File: src/rtl/hdtu_pkg.sv
// types, codes and reset constants for the half-duplex timed serial port
// no dependencies
`default_nettype none

package hdtu_pkg;

    localparam int unsigned TimerWidth = 17;
    localparam int unsigned ByteWidth  = 8;

    typedef logic [TimerWidth-1:0] period_t;
    typedef logic [ByteWidth-1:0]  byte_t;

    // input word operation codes
    typedef enum logic [1:0] {
        OP_TICK    = 2'd0,
        OP_SEND    = 2'd1,
        OP_RX_MODE = 2'd2,
        OP_TX_MODE = 2'd3
    } opcode_t;

    // configuration register indexes
    typedef enum logic [1:0] {
        REG_BIT_PERIOD      = 2'd0,
        REG_HUNT_PERIOD     = 2'd1,
        REG_RX_FIRST_PERIOD = 2'd2,
        REG_TX_START_PERIOD = 2'd3
    } reg_index_t;

    localparam period_t BIT_PERIOD_RST      = period_t'(2000);
    localparam period_t HUNT_PERIOD_RST     = period_t'(501);
    localparam period_t RX_FIRST_PERIOD_RST = period_t'(1984);
    localparam period_t TX_START_PERIOD_RST = period_t'(1961);

    // frame bookkeeping
    localparam byte_t TX_FRAME_COUNT = byte_t'(10);
    localparam byte_t LAST_DATA_BIT  = byte_t'(9);
    localparam byte_t STOP_FILL      = byte_t'(8'hFF);

    typedef struct packed {
        period_t bit_period;
        period_t hunt_period;
        period_t rx_first_period;
        period_t tx_start_period;
    } periods_t;

    typedef struct packed {
        logic  tx_line;
        logic  tx_done;
        logic  rx_valid;
        byte_t rx_data;
        logic  receive_on;
        logic  transmit_on;
    } result_t;

endpackage

`default_nettype wire

File: src/rtl/hdtu_cfg.sv
// configuration register file holding the four timer periods
// depends on hdtu_pkg
`default_nettype none

module hdtu_cfg (
    input  wire logic                clk,
    input  wire logic                rst_n,
    input  wire logic                cfg_valid,
    output logic                     cfg_ready,
    input  wire logic [1:0]          cfg_index,
    input  wire hdtu_pkg::period_t   cfg_data,
    output hdtu_pkg::periods_t       periods
);
    import hdtu_pkg::*;

    periods_t periods_reg;
    periods_t periods_next;

    assign cfg_ready = 1'b1;
    assign periods   = periods_reg;

    // register write decode
    always_comb
    begin
        periods_next = periods_reg;
        if (cfg_valid)
        begin
            unique case (reg_index_t'(cfg_index))
                REG_BIT_PERIOD:      periods_next.bit_period      = cfg_data;
                REG_HUNT_PERIOD:     periods_next.hunt_period     = cfg_data;
                REG_RX_FIRST_PERIOD: periods_next.rx_first_period = cfg_data;
                REG_TX_START_PERIOD: periods_next.tx_start_period = cfg_data;
                default:             periods_next = periods_reg;
            endcase
        end
    end

    always_ff @(posedge clk or negedge rst_n)
    begin
        if (!rst_n)
        begin
            periods_reg.bit_period      <= BIT_PERIOD_RST;
            periods_reg.hunt_period     <= HUNT_PERIOD_RST;
            periods_reg.rx_first_period <= RX_FIRST_PERIOD_RST;
            periods_reg.tx_start_period <= TX_START_PERIOD_RST;
        end
        else
        begin
            periods_reg <= periods_next;
        end
    end

endmodule

`default_nettype wire

File: src/rtl/hdtu_core.sv
// input register, port state and single-pass step logic
// depends on hdtu_pkg
`default_nettype none

module hdtu_core (
    input  wire logic                clk,
    input  wire logic                rst_n,
    input  wire logic                in_valid,
    output logic                     in_ready,
    input  wire logic [1:0]          opcode,
    input  wire logic                rx_line,
    input  wire hdtu_pkg::byte_t     tx_data,
    input  wire hdtu_pkg::periods_t  periods,
    output logic                     res_valid,
    input  wire logic                res_ready,
    output hdtu_pkg::result_t        res
);
    import hdtu_pkg::*;

    // input register
    logic    in_valid_reg;
    opcode_t opcode_reg;
    logic    rx_line_reg;
    byte_t   tx_data_reg;

    // port state
    logic    rx_enabled_reg,  rx_enabled_next;
    logic    tx_enabled_reg,  tx_enabled_next;
    byte_t   bit_count_reg,   bit_count_next;
    byte_t   shift_reg,       shift_next;
    period_t timer_reg,       timer_next;
    logic    line_out_reg,    line_out_next;
    logic    done_reg,        done_next;

    logic    rx_valid;
    byte_t   rx_byte;
    byte_t   count_up;
    byte_t   count_down;
    byte_t   rx_shift;
    logic    step;

    assign step     = in_valid_reg && res_ready;
    assign in_ready = !in_valid_reg || res_ready;

    assign count_up   = bit_count_reg + byte_t'(1);
    assign count_down = bit_count_reg - byte_t'(1);
    assign rx_shift   = {rx_line_reg, shift_reg[ByteWidth-1:1]};

    // next state for one word
    always_comb
    begin
        rx_enabled_next = rx_enabled_reg;
        tx_enabled_next = tx_enabled_reg;
        bit_count_next  = bit_count_reg;
        shift_next      = shift_reg;
        timer_next      = timer_reg;
        line_out_next   = line_out_reg;
        done_next       = done_reg;
        rx_valid        = 1'b0;
        rx_byte         = '0;
        case (opcode_reg)
            OP_TICK:
            begin
                if (rx_enabled_reg || tx_enabled_reg)
                begin
                    if (timer_reg > period_t'(1))
                    begin
                        timer_next = timer_reg - period_t'(1);
                    end
                    else if (rx_line_reg && (bit_count_reg == '0))
                    begin
                        timer_next = periods.hunt_period;
                    end
                    else if (rx_enabled_reg)
                    begin
                        // receiver event
                        if (bit_count_reg == '0)
                        begin
                            timer_next     = periods.rx_first_period;
                            bit_count_next = byte_t'(1);
                            shift_next     = '0;
                        end
                        else if (count_up <= LAST_DATA_BIT)
                        begin
                            timer_next     = periods.bit_period;
                            bit_count_next = count_up;
                            shift_next     = rx_shift;
                            rx_valid       = (count_up == LAST_DATA_BIT);
                            rx_byte        = rx_valid ? rx_shift : '0;
                        end
                        else
                        begin
                            // stop-bit slot, back to hunting
                            timer_next     = periods.hunt_period;
                            bit_count_next = '0;
                        end
                    end
                    else
                    begin
                        // transmitter event
                        timer_next     = periods.bit_period;
                        bit_count_next = count_down;
                        if (count_down > LAST_DATA_BIT)
                        begin
                            bit_count_next = LAST_DATA_BIT;
                            shift_next     = STOP_FILL;
                        end
                        if (bit_count_next > byte_t'(1))
                        begin
                            line_out_next = shift_next[0];
                            shift_next    = {1'b0, shift_next[ByteWidth-1:1]};
                        end
                        else
                        begin
                            line_out_next = 1'b1;
                            if (bit_count_next == '0)
                            begin
                                done_next = 1'b1;
                            end
                        end
                    end
                end
            end
            OP_SEND:
            begin
                if (tx_enabled_reg && done_reg)
                begin
                    timer_next     = periods.tx_start_period;
                    shift_next     = tx_data_reg;
                    bit_count_next = TX_FRAME_COUNT;
                    line_out_next  = 1'b0;
                    done_next      = 1'b0;
                end
            end
            OP_RX_MODE:
            begin
                rx_enabled_next = 1'b1;
                tx_enabled_next = 1'b0;
                timer_next      = periods.hunt_period;
                bit_count_next  = '0;
            end
            default:
            begin
                tx_enabled_next = 1'b1;
                rx_enabled_next = 1'b0;
                bit_count_next  = '0;
                done_next       = 1'b1;
            end
        endcase
    end

    // result word handed to the output buffer
    assign res_valid       = in_valid_reg;
    assign res.tx_line     = line_out_next;
    assign res.tx_done     = done_next;
    assign res.rx_valid    = rx_valid;
    assign res.rx_data     = rx_byte;
    assign res.receive_on  = rx_enabled_next;
    assign res.transmit_on = tx_enabled_next;

    // input register control
    always_ff @(posedge clk or negedge rst_n)
    begin
        if (!rst_n)
        begin
            in_valid_reg <= 1'b0;
        end
        else if (in_ready)
        begin
            in_valid_reg <= in_valid;
        end
    end

    // input register payload
    always_ff @(posedge clk)
    begin
        if (in_ready && in_valid)
        begin
            opcode_reg  <= opcode_t'(opcode);
            rx_line_reg <= rx_line;
            tx_data_reg <= tx_data;
        end
    end

    // port state, updated once per word
    always_ff @(posedge clk or negedge rst_n)
    begin
        if (!rst_n)
        begin
            rx_enabled_reg <= 1'b0;
            tx_enabled_reg <= 1'b0;
            bit_count_reg  <= '0;
            shift_reg      <= '0;
            timer_reg      <= HUNT_PERIOD_RST;
            line_out_reg   <= 1'b1;
            done_reg       <= 1'b0;
        end
        else if (step)
        begin
            rx_enabled_reg <= rx_enabled_next;
            tx_enabled_reg <= tx_enabled_next;
            bit_count_reg  <= bit_count_next;
            shift_reg      <= shift_next;
            timer_reg      <= timer_next;
            line_out_reg   <= line_out_next;
            done_reg       <= done_next;
        end
    end

endmodule

`default_nettype wire

File: src/rtl/hdtu_obuf.sv
// result register with a skid stage so the core keeps going under a stall
// depends on hdtu_pkg
`default_nettype none

module hdtu_obuf (
    input  wire logic                clk,
    input  wire logic                rst_n,
    input  wire logic                up_valid,
    output logic                     up_ready,
    input  wire hdtu_pkg::result_t   up_data,
    output logic                     out_valid,
    input  wire logic                out_ready,
    output hdtu_pkg::result_t        out_data
);
    import hdtu_pkg::*;

    logic    out_valid_reg;
    logic    skid_valid_reg;
    result_t out_data_reg;
    result_t skid_data_reg;
    logic    take;
    logic    push;

    assign up_ready  = !skid_valid_reg;
    assign out_valid = out_valid_reg;
    assign out_data  = out_data_reg;
    assign take      = out_valid_reg && out_ready;
    assign push      = up_valid && up_ready;

    // occupancy
    always_ff @(posedge clk or negedge rst_n)
    begin
        if (!rst_n)
        begin
            out_valid_reg  <= 1'b0;
            skid_valid_reg <= 1'b0;
        end
        else if (skid_valid_reg)
        begin
            if (take)
            begin
                skid_valid_reg <= 1'b0;
            end
        end
        else if (push)
        begin
            if (out_valid_reg && !take)
            begin
                skid_valid_reg <= 1'b1;
            end
            out_valid_reg <= 1'b1;
        end
        else if (take)
        begin
            out_valid_reg <= 1'b0;
        end
    end

    // payload
    always_ff @(posedge clk)
    begin
        if (skid_valid_reg)
        begin
            if (take)
            begin
                out_data_reg <= skid_data_reg;
            end
        end
        else if (push)
        begin
            if (!out_valid_reg || take)
            begin
                out_data_reg <= up_data;
            end
            else
            begin
                skid_data_reg <= up_data;
            end
        end
    end

endmodule

`default_nettype wire

File: src/rtl/half_duplex_timed_uart_unit.sv
// Half-duplex 8N1 serial port paced by a down-counting interval timer.
// Three channels, each valid/ready. The config channel writes one of four
// 17-bit periods (bit, hunt, first receive sample, transmit start bit) by
// index; it is always ready and should only be used while the port is idle.
// The input channel takes one word per cycle while ready: a tick carrying
// the sampled receive level, a send-byte command, or a receive/transmit
// mode switch. Every input word gives exactly one result word on the
// output channel, carrying the transmit level, done flag, received byte
// strobe and data, and the two mode bits as they stand after that word.
// Each word is held in the input register, then goes through the step
// logic into the result register. Throughput is one word per cycle while
// the output is not stalled; the port registers step once per word.
// When the receiver stalls, a one-word skid stage absorbs the word in
// flight and the input channel drops ready until the skid drains.
// Reset loads the default periods, turns both modes off, drives the
// transmit line high and preloads the timer with the hunt period.
// depends on hdtu_pkg, hdtu_cfg, hdtu_core, hdtu_obuf
`default_nettype none

module half_duplex_timed_uart_unit (
    input  wire logic                clk,
    input  wire logic                rst_n,
    input  wire logic                cfg_valid,
    output logic                     cfg_ready,
    input  wire logic [1:0]          cfg_index,
    input  wire hdtu_pkg::period_t   cfg_data,
    input  wire logic                in_valid,
    output logic                     in_ready,
    input  wire logic [1:0]          opcode,
    input  wire logic                rx_line,
    input  wire hdtu_pkg::byte_t     tx_data,
    output logic                     out_valid,
    input  wire logic                out_ready,
    output logic                     tx_line,
    output logic                     tx_done,
    output logic                     rx_valid,
    output hdtu_pkg::byte_t          rx_data,
    output logic                     receive_on,
    output logic                     transmit_on
);
    import hdtu_pkg::*;

    periods_t periods;
    logic     res_valid;
    logic     res_ready;
    result_t  res;
    result_t  out_data;

    // period registers
    hdtu_cfg u_cfg (
        .clk       (clk),
        .rst_n     (rst_n),
        .cfg_valid (cfg_valid),
        .cfg_ready (cfg_ready),
        .cfg_index (cfg_index),
        .cfg_data  (cfg_data),
        .periods   (periods)
    );

    // port state and step logic
    hdtu_core u_core (
        .clk       (clk),
        .rst_n     (rst_n),
        .in_valid  (in_valid),
        .in_ready  (in_ready),
        .opcode    (opcode),
        .rx_line   (rx_line),
        .tx_data   (tx_data),
        .periods   (periods),
        .res_valid (res_valid),
        .res_ready (res_ready),
        .res       (res)
    );

    // result register and skid
    hdtu_obuf u_obuf (
        .clk       (clk),
        .rst_n     (rst_n),
        .up_valid  (res_valid),
        .up_ready  (res_ready),
        .up_data   (res),
        .out_valid (out_valid),
        .out_ready (out_ready),
        .out_data  (out_data)
    );

    assign tx_line     = out_data.tx_line;
    assign tx_done     = out_data.tx_done;
    assign rx_valid    = out_data.rx_valid;
    assign rx_data     = out_data.rx_data;
    assign receive_on  = out_data.receive_on;
    assign transmit_on = out_data.transmit_on;

endmodule

`default_nettype wire

File: config.mk
export PLATFORM = sky130hd
export DESIGN_NAME = half_duplex_timed_uart_unit
export DESIGN_NICKNAME = d
export VERILOG_FILES = /design/src/rtl/hdtu_pkg.sv /design/src/rtl/hdtu_cfg.sv /design/src/rtl/hdtu_core.sv /design/src/rtl/hdtu_obuf.sv /design/src/rtl/half_duplex_timed_uart_unit.sv
export SDC_FILE = /design/constraint.sdc
export NUM_CORES = 1
export LEC_CHECK = 0
export ABC_AREA = 0
export BUFFER_PORTS_ARGS = -buffer_cell sky130_fd_sc_hd__buf_2
export CORE_MARGIN = 2
export CORE_UTILIZATION = 40
export DETAILED_ROUTE_END_ITERATION = 8
export PLACE_DENSITY_LB_ADDON = 0.3
export SLEW_MARGIN = 20
export SYNTH_ARGS = -nofsm -noshare
export SYNTH_HDL_FRONTEND = slang
export SYNTH_SLANG_ARGS = --single-unit
export TNS_END_PERCENT = 50
File: constraint.sdc
create_clock -name clk -period 6.8 [get_ports clk]
set_clock_uncertainty 0.15 [all_clocks]
set_input_delay 0.34 -clock clk [delete_from_list [all_inputs] [get_ports clk]]
set_output_delay 0.34 -clock clk [all_outputs]
set_load 0.005 [all_outputs]
==> results.json, run 1 <==
{
  "syn_area_per_cell_um2": 11.1,
  "crit_path_start_kind": "flip-flop",
  "max_freq_ghz": 0.246,
  "ant_nets": 0,
  "largest_reg_flops": 68,
  "cp-startpoint": "u_obuf.skid_valid_reg",
  "synth-simple-area-share": 0.117,
  "ir_drop_uv": 248,
  "htree_levels": 4,
  "cts_setup_buffers": 0,
  "antenna_cells": 0,
  "post-route-drc-count": 0,
  "fin_crit_sh": 0.597,
  "synth-compound-area-share": 0.184,
  "num_rows": 50,
  "syn_area_mm2": 0.00749,
  "crit_type": "reg -> reg",
  "ys_seq_area_frac": 0.514,
  "start_util": 0.405,
  "synth_top_area_share": 0.250,
  "drt_iter0_drc": 487,
  "cap_violations": 0,
  "clock-sinks": 145,
  "reg2reg_depth": 7,
  "r2r-start": "u_obuf.skid_valid_reg",
  "gp_congestion": 0.893,
  "clk_latency_ps": 430,
  "yosys.area_share.adder": 0.0200,
  "power_mw": 3.63,
  "async_reset_ff_frac": 0.745,
  "num_vias": 5731,
  "first_pass_iters": 5,
  "synth_ff_type": "dfrtp_1",
  "die_area_mm2": 0.0198,
  "synth_top_family_by_area": "compound AO/OA/AOI/OAI gates",
  "port_buffers": 49,
  "clk_pin_slew_worst_paths_ps": 60,
  "nNetsFinal": 769,
  "hold_slack_ps": 33.3,
  "multi_input_area_mm2": 0.00343,
  "cts_tree": "yes",
  "worst_r2r_endpoint": "u_core.timer_reg[5]",
  "viasPerCell": 5.91,
  "cts_buffers": 17,
  "cts_root_buffer": "clkbuf_16",
  "grt_pass1_wl_um": 29800,
  "cts-resized-gates": 0,
  "hp-start": "cfg_data[11]",
  "yosys-mux-area-fraction": 0.124,
  "gr-total-overflow": 0,
  "tightest_slew_ps": 1080,
  "p_leak_nw": 3.44,
  "grtUsageTotal": 0.190,
  "synth_largest_area_cell": "dfrtp_1",
  "syn_nets": 721,
  "regArea_mm2": 0.00385,
  "finalHoldViolCount": 0,
  "status": "completed",
  "synth_edf_count": 37,
  "hold_path_class": "in -> reg",
  "end_kind": "flip-flop",
  "yosys_register_bits": 145,
  "final_cells": 969,
  "first_global_vias": 5851,
  "ctsHoldBuffers": 14,
  "yosys_warnings": 0,
  "grt_max_degree": 66,
  "die_w_um": 141,
  "final_cell_mix": "mux2_2 (81), dfrtp_1 (75), a21oi_1 (53), buf_2 (48), nor2_1 (38)",
  "timing.slew.headroom": 0.280,
  "final_common_cell": "mux2_2",
  "wirelength_um": 18200,
  "yosysUniqueCellTypes": 65,
  "worstPathArrival_ps": 4280,
  "setup_viol": 0,
  "maxSlewViolCount": 0,
  "ys_top_cells_by_area": "dfrtp_1 (25%), edfxtp_1 (15%), mux2_2 (12%), dfstp_2 (12%), a21oi_1 (3.5%)",
  "wl_per_cell_um": 18.8,
  "syn-instance-count": 674,
  "core_mm2": 0.0185,
  "antenna_found_initial": 0,
  "cp.required_ps": 7020,
  "synth_xor_area_frac": 0.0105,
  "fillers": 1734,
  "dp_cells": 923,
  "critPathMaxFanout": 26,
  "fp.dieH_um": 141,
  "r2r_slack_ps": 2740,
  "whs_path_depth": 2,
  "place_hpwl_um": 12200,
  "rsz0062_at_grt": "false",
  "area_growth_pct": 15.8,
  "worstHoldEndpoint": "u_cfg.periods[28]",
  "period_needed_ps": 4060,
  "powerDensity_mw_per_mm2": 418,
  "tns_ps": 0,
  "pin_count": 51,
  "clock_path_buffers": 2,
  "drive_gt1_frac": 0.288
}
==> metrics by stage <==
stage	util	area [um^2]	setup WS, ps
final	0.469	8680	2740
after floorplan	-	7490	3750
after detailed placement	0.428	7930	2790
after global routing	0.469	8680	2460
after global placement	0.428	7930	3050
after CTS	0.468	8670	2780
==> logic make-up after synthesis <==
logic type                 count (synthesis)
AOI/OAI and AO/OA                        202
and+or+nand+nor                          166
other                                      1
muxes                                     83
DFF                                      145
buffers and inverters                     56
xor gates and xnor gates                   9
adders and majority gates                 12
==> final cells by class <==
type                            count  area share
Sequential cell                   145       0.444
Tap cell                          234      0.0337
Inverter                           15     0.00649
Multi-Input combinational cell    473       0.395
Clock buffer                       22      0.0512
Clock inverter                     10      0.0182
Timing Repair Buffer               70      0.0508
==> per-layer routing <==
metal | part of all wire | vias to the layer above | GRT usage
met5 | 0 | - | 0
met4 | 0.022 | 0 | 0.0716
met3 | 0.047 | 36 | 0.0428
met2 | 0.50 | 170 | 0.325
met1 | 0.43 | 2888 | 0.234
li1 | - | 2637 | -
==> cells in the mapped netlist, types with 4 or more instances <==
master	count
nor3_1	14
a22o_1	16
nor2_1	39
a31oi_1	19
xor2_1	4
o21ai_0	27
mux2_2	81
nor4_1	4
nand2_1	36
nor2b_1	5
a221oi_1	6
ha_1	12
nand3_1	11
a21oi_1	53
clkbuf_1	35
and3_1	6
nand2b_1	7
and2_1	15
o21a_1	5
inv_1	15
a211o_1	5
a21o_1	11
o221ai_1	6
dfrtp_1	75
dfstp_2	33
or2_2	4
a22oi_1	20
o31a_1	4
nand4_1	4
xnor2_1	5
edfxtp_1	37
==> worst max-delay path by stage <==
| stage | endpoint | depth (start not counted) |
|---|---|---|
| finish | u_core.timer_reg[5] | 7 |
| global route | u_core.timer_reg[5] | 7 |
| CTS | u_core.timer_reg[5] | 7 |
| detailed placement | u_core.timer_reg[5] | 7 |
| global placement | u_core.timer_reg[5] | 7 |
| floorplan | u_core.shift_reg[0] | 11 |
==> worst max-delay path, cell delays in order, from the launching register on <==
cell and delay (ps):
dfrtp_1 610, nand2b_1 450, a21oi_1 730, nand2_1 790, nor3_1 690, nand2_1 180
o221ai_1 240, a31o_2 160
==> power by group <==
group / switching, mW / internal (mW)
sequential: 0.231 / 1.20
combinational: 0.725 / 0.492
clock: 0.368 / 0.613
total: 1.32 / 2.30
Power figures use the tool's default switching activity.
==> inputs of run 2 (changes only) <==
==> constraint.sdc (replaced) <==
create_clock -name clk -period 3.4 [get_ports clk]
set_clock_uncertainty 0.15 [all_clocks]
set_input_delay 0.17 -clock clk [delete_from_list [all_inputs] [get_ports clk]]
set_output_delay 0.17 -clock clk [all_outputs]
set_load 0.005 [all_outputs]
==> results.json, run 2 (synthesis gave the netlist of run 1 again) <==
{
  "final_cells": 1013,
  "pin_count": 51,
  "status": "completed",
  "max_freq_ghz": 0.321,
  "dp_cells": 950,
  "drive_gt1_frac": 0.311,
  "ir_drop_uv": 467,
  "cts-resized-gates": 0,
  "finalHoldViolCount": 0,
  "ctsHoldBuffers": 31,
  "cts_root_buffer": "clkbuf_16",
  "cap_violations": 0,
  "rsz0062_at_grt": "false",
  "maxSlewViolCount": 0,
  "final_common_cell": "mux2_2",
  "cts_buffers": 17,
  "fin_crit_sh": 0.915,
  "wirelength_um": 18400,
  "ant_nets": 0,
  "clk_pin_slew_worst_paths_ps": 60,
  "drt_iter0_drc": 552,
  "grtUsageTotal": 0.191,
  "end_kind": "flip-flop",
  "antenna_found_initial": 0,
  "place_hpwl_um": 12900,
  "gp_congestion": 0.903,
  "timing.slew.headroom": 0.285,
  "powerDensity_mw_per_mm2": 804,
  "post-route-drc-count": 0,
  "num_rows": 50,
  "viasPerCell": 5.75,
  "num_vias": 5829,
  "area_growth_pct": 20.3,
  "setup_viol": 0,
  "cp.required_ps": 3540,
  "first_global_vias": 5884,
  "period_needed_ps": 3110,
  "first_pass_iters": 5,
  "die_w_um": 141,
  "clock-sinks": 145,
  "largest_reg_flops": 68,
  "hold_path_class": "in -> async",
  "port_buffers": 49,
  "critPathMaxFanout": 8,
  "tns_ps": 0,
  "clk_latency_ps": 420,
  "grt_pass1_wl_um": 30300,
  "antenna_cells": 0,
  "final_cell_mix": "mux2_2 (81), dfrtp_1 (75), a21oi_1 (53), buf_2 (48), nor2_1 (39)",
  "htree_levels": 4,
  "crit_path_start_kind": "flip-flop",
  "gr-total-overflow": 0,
  "wl_per_cell_um": 18.1,
  "start_util": 0.405,
  "cts_setup_buffers": 0,
  "clock_path_buffers": 2,
  "grt_max_degree": 55,
  "worstPathArrival_ps": 3250,
  "tightest_slew_ps": 1070,
  "crit_type": "reg -> reg",
  "die_area_mm2": 0.0198,
  "nNetsFinal": 813,
  "p_leak_nw": 3.64,
  "fp.dieH_um": 141,
  "core_mm2": 0.0185,
  "cts_tree": "yes"
}
[run 2: changes by cell type in the layout (fill, tap and decap cells not counted), moves of 2 or more]
| cell | change |
|---|---|
| dlygate4sd3_1 | +17 |
| clkinv_1 | -2 |
| clkbuf_1 | -2 |
| clkinv_4 | +2 |
| buf_4 | +27 |
| clkinv_2 | +2 |
| bufinv_16 | -4 |
| clkbuf_8 | +4 |
[run 2: final timing paths]
kind | slack [ps] | endpoint | from | cells after the start
worst max-delay path | 290 | u_obuf.out_data[7] | u_core.timer_reg[12] | 7
worst min-delay path | 200 | u_cfg.periods[51] | rst_n | 2
worst max register to register | 290 | u_obuf.out_data[7] | u_core.timer_reg[12] | 7
worst min register to register | 360 | u_cfg.periods[17] | u_cfg.periods[17] | 1
max in group asynchronous | 2090 | u_cfg.periods[26] | rst_n | 3
min in group clk | 260 | u_cfg.periods[58] | cfg_index[1] | 4
[run 2: power by group]
group / switching, mW / internal [mW] / total (mW)
Sequential: 0.391 / 2.40 / 2.79
Combinational: 1.58 / 1.13 / 2.71
Clock: 0.692 / 1.05 / 1.75
[run 2: routing by layer]
layer	up-vias	global-route usage	share of wire
met3	25	0.0414	0.043
met5	-	0	0
met1	2917	0.240	0.44
met4	0	0.0532	0.014
li1	2726	-	-
met2	161	0.332	0.51
[run 2: worst max-delay path, stage by stage, from the launching register on]
cell	delay, ps
dfrtp_1	400
or4_4	550
or4_1	440
buf_4	180
nand2b_1	310
nor4_2	560
and2_1	240
mux2_2	150
[run 2: metrics by stage]
stage | util | power [mW] | setup slack (ps) | hold slack (ps) | area [um^2]
2_1_floorplan | - | 4.52 | 347 | -276 | 7490
5_1_grt | 0.487 | 7.69 | 116 | 238 | 9010
6_report | 0.487 | 7.24 | 289 | 195 | 9010
3_3_place_gp | 0.439 | 5.39 | 372 | 98.3 | 8140
3_5_place_dp | 0.439 | 5.46 | 283 | 110 | 8140
4_1_cts | 0.487 | 7.26 | 267 | 200 | 9010
[run 2: final cells by class]
cell class | instances | area [um^2]
Fill cell | 1680 | 9510
Sequential cell | 145 | 3850
Multi-Input combinational cell | 473 | 3430
Timing Repair Buffer | 114 | 813
Clock buffer | 25 | 517
Tap cell | 234 | 293
Inverter | 15 | 56.3
Clock inverter | 7 | 48.8
